--- src/rtl/core/luhn_pkg.sv ---
// Types and constants shared by the Luhn card number classifier.
// Depends on nothing.
`default_nettype none

package luhn_pkg;

  localparam int NumWidth  = 54;
  localparam int NumDigits = 17;
  localparam int ProdWidth = 60;

  localparam logic [4:0] LenVisaShort = 5'd13;
  localparam logic [4:0] LenAmex      = 5'd15;
  localparam logic [4:0] LenLong      = 5'd16;

  localparam logic [3:0] LeadVisa   = 4'd4;
  localparam logic [3:0] LeadMc     = 4'd5;
  localparam logic [3:0] LeadAmex   = 4'd3;
  localparam logic [3:0] SecMcLow   = 4'd1;
  localparam logic [3:0] SecMcHigh  = 4'd5;
  localparam logic [3:0] SecAmexLow = 4'd4;
  localparam logic [3:0] SecAmexHi  = 4'd7;

  typedef enum logic [1:0] {
    KIND_INVALID = 2'd0,
    KIND_VISA    = 2'd1,
    KIND_MC      = 2'd2,
    KIND_AMEX    = 2'd3
  } card_kind_t;

  typedef struct packed {
    logic [NumWidth-1:0] rem;
    logic [3:0]          sum;
    logic [4:0]          len;
    logic [3:0]          lead;
    logic [3:0]          second;
  } luhn_tok_t;

  function automatic logic [ProdWidth-1:0] pow10(input int k);
    logic [ProdWidth-1:0] p;
    p = ProdWidth'(1);
    for (int i = 0; i < k; i++) begin
      p = p * ProdWidth'(10);
    end
    return p;
  endfunction

endpackage

`default_nettype wire

--- src/rtl/core/luhn_cell.sv ---
// One digit cell of the chain: peels one decimal digit off the remainder,
// folds it into the Luhn sum and the length and prefix record. Uses luhn_pkg.
`default_nettype none

module luhn_cell
  import luhn_pkg::*;
#(
  parameter int POS    = 0,
  parameter bit IN_SUM = 1'b1
) (
  input  wire logic      clk,
  input  wire logic      rst,
  input  wire logic      en,
  input  wire logic      in_valid,
  input  wire luhn_tok_t in_tok,
  output logic           out_valid,
  output luhn_tok_t      out_tok
);

  localparam logic [ProdWidth-1:0] Step   = pow10(POS);
  localparam bit                   Odd    = (POS % 2) == 1;
  localparam logic [4:0]           LenHere = 5'(POS + 1);
  localparam logic [4:0]           LenSec  = 5'(POS + 2);

  luhn_tok_t tok_next;

  always_comb begin
    logic [3:0]           d;
    logic [ProdWidth-1:0] sub;
    logic [ProdWidth-1:0] wide;
    logic [4:0]           dbl;
    logic [4:0]           c;
    logic [4:0]           s;
    wide = {{(ProdWidth-NumWidth){1'b0}}, in_tok.rem};
    d    = 4'd0;
    sub  = '0;
    for (int m = 1; m <= 9; m++) begin
      if (wide >= ProdWidth'(m) * Step) begin
        d   = d + 4'd1;
        sub = ProdWidth'(m) * Step;
      end
    end
    dbl = {d, 1'b0};
    if (!IN_SUM) begin
      c = 5'd0;
    end else if (Odd) begin
      c = (dbl >= 5'd10) ? dbl - 5'd9 : dbl;
    end else begin
      c = {1'b0, d};
    end
    s = {1'b0, in_tok.sum} + c;
    if (s >= 5'd10) begin
      s = s - 5'd10;
    end
    tok_next     = in_tok;
    tok_next.rem = in_tok.rem - sub[NumWidth-1:0];
    tok_next.sum = s[3:0];
    if (in_tok.len == 5'd0 && d != 4'd0) begin
      tok_next.len  = LenHere;
      tok_next.lead = d;
    end else if (in_tok.len == LenSec) begin
      tok_next.second = d;
    end
  end

  always_ff @(posedge clk) begin
    if (rst) begin
      out_valid <= 1'b0;
    end else if (en) begin
      out_valid <= in_valid;
    end
  end

  always_ff @(posedge clk) begin
    if (en) begin
      out_tok <= tok_next;
    end
  end

endmodule

`default_nettype wire

--- src/rtl/core/luhn_class.sv ---
// Final checksum test and card kind decode from the length and prefix.
// Uses luhn_pkg.
`default_nettype none

module luhn_class
  import luhn_pkg::*;
(
  input  wire luhn_tok_t tok,
  output card_kind_t     kind,
  output logic           ok
);

  always_comb begin
    ok   = (tok.sum == 4'd0);
    kind = KIND_INVALID;
    if (ok) begin
      priority if ((tok.len == LenVisaShort || tok.len == LenLong) && tok.lead == LeadVisa) begin
        kind = KIND_VISA;
      end else if (tok.len == LenLong && tok.lead == LeadMc &&
                   tok.second >= SecMcLow && tok.second <= SecMcHigh) begin
        kind = KIND_MC;
      end else if (tok.len == LenAmex && tok.lead == LeadAmex &&
                   (tok.second == SecAmexLow || tok.second == SecAmexHi)) begin
        kind = KIND_AMEX;
      end
    end
  end

endmodule

`default_nettype wire

--- src/rtl/core/card_number_luhn_classify.sv ---
// Top level of the Luhn card number classifier: chain of digit cells,
// class decode and output register. Uses luhn_pkg, luhn_cell, luhn_class.
//
//   channel   data                       handshake
//   card      card_number                card_valid / card_stall
//   result    card_kind, checksum_ok     result_valid / result_stall
//
// One number enters per cycle while card_stall is low; it passes through the
// cell chain (17 cells, one per decimal digit, most significant first)
// and then through the output register.
// Reset clears every valid bit; payload registers are left as they are.
// A stalled valid result freezes the whole chain and raises card_stall.
`default_nettype none

module card_number_luhn_classify
  import luhn_pkg::*;
#(
  parameter int DIGIT_PAIRS = 8
) (
  input  wire logic                clk,
  input  wire logic                rst,
  input  wire logic [NumWidth-1:0] card_number,
  input  wire logic                card_valid,
  output logic                     card_stall,
  output logic [1:0]               card_kind,
  output logic                     checksum_ok,
  output logic                     result_valid,
  input  wire logic                result_stall
);

  logic       adv;
  logic       link_valid [NumDigits+1];
  luhn_tok_t  link_tok   [NumDigits+1];
  card_kind_t kind_c;
  logic       ok_c;

  assign adv        = !(result_valid && result_stall);
  assign card_stall = !adv;

  assign link_valid[0] = card_valid;
  always_comb begin
    link_tok[0]     = '0;
    link_tok[0].rem = card_number;
  end

  for (genvar i = 0; i < NumDigits; i++) begin : g_cell
    luhn_cell #(
      .POS    (NumDigits - 1 - i),
      .IN_SUM ((NumDigits - 1 - i) < 2 * DIGIT_PAIRS)
    ) u_cell (
      .clk       (clk),
      .rst       (rst),
      .en        (adv),
      .in_valid  (link_valid[i]),
      .in_tok    (link_tok[i]),
      .out_valid (link_valid[i+1]),
      .out_tok   (link_tok[i+1])
    );
  end

  luhn_class u_class (
    .tok  (link_tok[NumDigits]),
    .kind (kind_c),
    .ok   (ok_c)
  );

  always_ff @(posedge clk) begin
    if (rst) begin
      result_valid <= 1'b0;
    end else if (adv) begin
      result_valid <= link_valid[NumDigits];
    end
  end

  always_ff @(posedge clk) begin
    if (adv) begin
      card_kind   <= kind_c;
      checksum_ok <= ok_c;
    end
  end

endmodule

`default_nettype wire

--- config.mk ---
export PLATFORM = sky130hd
export DESIGN_NAME = card_number_luhn_classify
export DESIGN_NICKNAME = d
export VERILOG_FILES = /design/src/rtl/core/luhn_pkg.sv /design/src/rtl/core/luhn_cell.sv /design/src/rtl/core/luhn_class.sv /design/src/rtl/core/card_number_luhn_classify.sv
export SDC_FILE = /design/constraint.sdc
export NUM_CORES = 2
export LEC_CHECK = 0
export BUFFER_PORTS_ARGS = -buffer_cell sky130_fd_sc_hd__buf_4
export CORE_AREA = 10 10 499 501
export CTS_CLUSTER_SIZE = 10
export DETAILED_ROUTE_END_ITERATION = 12
export DIE_AREA = 0 0 509 511
export SYNTH_ARGS = -nofsm -noshare
export SYNTH_HDL_FRONTEND = slang
export SYNTH_HIERARCHICAL = 1
export SYNTH_SLANG_ARGS = --single-unit
--- constraint.sdc ---
create_clock -name clk -period 43.3 [get_ports clk]
set_input_delay 4.33 -clock clk [delete_from_list [all_inputs] [get_ports clk]]
set_output_delay 4.33 -clock clk [all_outputs]
set_load 0.03 [all_outputs]
==> results.md <==
* Count of vias placed by the detailed router at approximately 75000
* Critical Setup Path Class: flip-flop to flip-flop
* CP max FO at 9
* Post-cts sizing count at 0
* CTS Root Cell: sky130_fd_sc_hd__clkbuf_16
* Endpoint required time on the critical path at about 44 ns
* Latest clock arrival within the worst-skew pair at approximately 0.82 ns
* Number of H-tree branching levels at 4
* TNS Setup at 0 ns
* Top Layer Used: met4
* Outcome: finished, final reports clean
* Leakage power of the design at around 0.038 uW
* Most repeated library cell on the critical path: sky130_fd_sc_hd__ha_1
* Number of buffers created by CTS at approximately 150
* Fraction of layout cells with a size suffix above 1 at approximately 7.7%
* First-pass GRT wire length at ~390000 um
* Hold Path Depth at 0
* Share of the cycle needed by the critical path after routing at between 20 and 25%
* Initial Utilization at 38.7%
* Arrival time of data at the critical path endpoint at around 11 ns
* Syn. warnings at 6
* Setup slack, reg-to-reg at between 30 and 40 ns
* Worst Hold End: g_cell[13].u_cell/out_tok[17]$_DFFE_PP_
* Max_cap viols at 0
* Placement-stage worst setup slack at ~33 ns
* Terminus of the critical flop-to-flop path: g_cell[3].u_cell/out_tok[14]$_DFFE_PP_
* Number of rows in the core area at 180
* Vias in the first global route at 72100
* Chip Width at approximately 500 um
* Worst Setup End Kind: flip-flop
* Slowest cell delay on critical path at between 0.5 and 0.6 ns
* Average vias per placed instance at between 5 and 6
* Setup repair after global routing missed its margin: false
* Die outline area at about 260000 sq um
* Last weighted congestion value of the routability-driven placer at just over 0.9
* Critical-path cell with the highest stage delay: sky130_fd_sc_hd__or4b_4
* Worst Max-Slew Pin Slew at about 1.2 ns
* VDD IR-drop max at about 0.064 mV
* TritonCTS clock tree: yes
* Floorplan core area at around 240000 sq um
* Mapped cell area at approximately 92000 sq um
* Antenna violations before repair at 0
* Hold path start: g_cell[12].u_cell/out_tok[17]$_DFFE_PP_
* Net count of the finished layout at 10400
* Final setup violation count at 0
* Met2 Wirelength at 123000 um
* Area growth from synthesis to final layout at 8.47%
* Clock slew at the register clock pins of the worst setup and hold paths at roughly 0.06 ns
* Count of TritonRoute iterations in the first routing pass at 6
* Number of routed nets with antenna violations at 0
* Worst reg-to-reg path cell count at 42
* Pin count of the biggest net entering global routing at slightly above 200
* Height of the die at about 500 um
* Clk sink count at between 1000 and 1500
* Util after Layout at around two fifths
* HPWL after detailed placement at 192000 um
* Remaining design rule violation count at 0
* Deepest clock path buffer count at 3
* Met1 layer wirelength in the final routing at between 100000 and 150000 um
* Met3 WL at 11100 um
* Achievable frequency at 0.0943 GHz
* Reg2Reg Launch Point: g_cell[2].u_cell/out_tok[31]$_DFFE_PP_
* Routed wire length at 249000 um
* Power Density at ~66 nW/um^2
* Startpoint class of the critical path: flip-flop
* Post-Route Skew at ~0.080 ns
* Number of top-level design ports at 63
* Initial drt markers at between 6000 and 7000
* Number of standard cells after synthesis at 9821
* Min-delay worst type: flip-flop to flip-flop
* Number of input and output port buffers inserted at between 60 and 70
* Final critical-path setup slack at ~33 ns
* Count of endpoints failing hold in the final timing report at 0
* Total count of max-transition violations in the final report at 0
* Min Tclk post-route at ~11 ns
* Global-route congestion overflow total at 0
* GR Util All Layers at between 10% and 20%
* Wire length per cell after detailed routing at about 19 um
* Max_slew headroom at between 20% and 30%
* Mean cell area of the mapped netlist at ~9.4 sq um
* Post-CTS setup buffer count at 0
* Filler Cell Count at between 20000 and 25000
* Number of hold-repair buffers added at the cts stage at 0
-- worst max path at each step --
stage                     depth (start not counted)                              startpoint                                endpoint  slack (ns)
after floorplan                                   1                            result_stall   g_cell[0].u_cell/out_tok[0]$_DFFE_PP_       12.23
after global placement                           42  g_cell[2].u_cell/out_tok[31]$_DFFE_PP_  g_cell[3].u_cell/out_tok[14]$_DFFE_PP_       32.40
after detailed placement                         42  g_cell[2].u_cell/out_tok[31]$_DFFE_PP_  g_cell[3].u_cell/out_tok[14]$_DFFE_PP_       32.87
after CTS                                        42  g_cell[2].u_cell/out_tok[31]$_DFFE_PP_  g_cell[3].u_cell/out_tok[14]$_DFFE_PP_       32.87
after global routing                             42  g_cell[2].u_cell/out_tok[31]$_DFFE_PP_  g_cell[3].u_cell/out_tok[14]$_DFFE_PP_       31.78
final                                            42  g_cell[2].u_cell/out_tok[31]$_DFFE_PP_  g_cell[3].u_cell/out_tok[14]$_DFFE_PP_       32.70
-- layout by cell type (no fill, tap or decap), drive strengths merged, types with 214 or more instances in the layout --
cell type and n:
xor2 361, nand2 891, nor2 912, nor3 320, ha 563, o21ai 576, nand3 256, nor4 214
inv 457, a21oi 540, edfxtp 1156, xnor2 489
-- sequential cells by signal, indices dropped and copies added (netlist names) --
signal	cells
result_valid	1
g_cell.u_cell/out_valid	17
g_cell.u_cell/out_tok	1153
card_kind	2
checksum_ok	1
-- per-layer routing --
| layer | up-vias | global-route usage, % |
|---|---|---|
| met3 | 494 | 2.20 |
| met2 | 2173 | 32.1 |
| li1 | 36300 | - |
| met5 | - | 0 |
| met4 | 0 | 7.08 |
| met1 | 35800 | 22.9 |
-- cell type report --
type                       count  area (sq um)  area share (%)
timing repair buffer         103           811           0.808
tap                         3185          3990            3.97
clock buffer                 173          3830            3.82
inverter                     465          1750            1.74
clock inverter                56           811           0.808
multi-input combinational   7811         54100            53.9
sequential                  1174         35100            35.0
antenna                        1          2.50         0.00249
-- per-stage QoR --
stage / instance area (sq um) / total power (uW) / hold slack, ns / std cells
floorplan: 92600 / 4560 / 0.400 / 9853
global placement: 95700 / 5350 / 0.400 / 12700
detailed placement: 95700 / 5420 / 0.405 / 12700
CTS: 100000 / 6620 / 0.414 / 13000
global route: 100000 / 7080 / 0.418 / 13000
finish: 100000 / 6600 / 0.413 / 13000
-- critical path, delay by kind of cell (launching register included) --
kind | cells | cell delay [ns]
flops | 1 | 0.52
compound gates | 12 | 2.57
buf+inv | 3 | 0.35
simple gates | 16 | 3.78
xor+xnor | 3 | 0.66
fa+ha+maj | 7 | 2.15
mux | 1 | 0.29
-- power by group --
group	switching (uW)	internal (uW)	total, uW
clock	490	676	1170
combinational	1590	1210	2800
sequential	722	1920	2640
total	2800	3800	6600
Power figures use the tool's default switching activity.
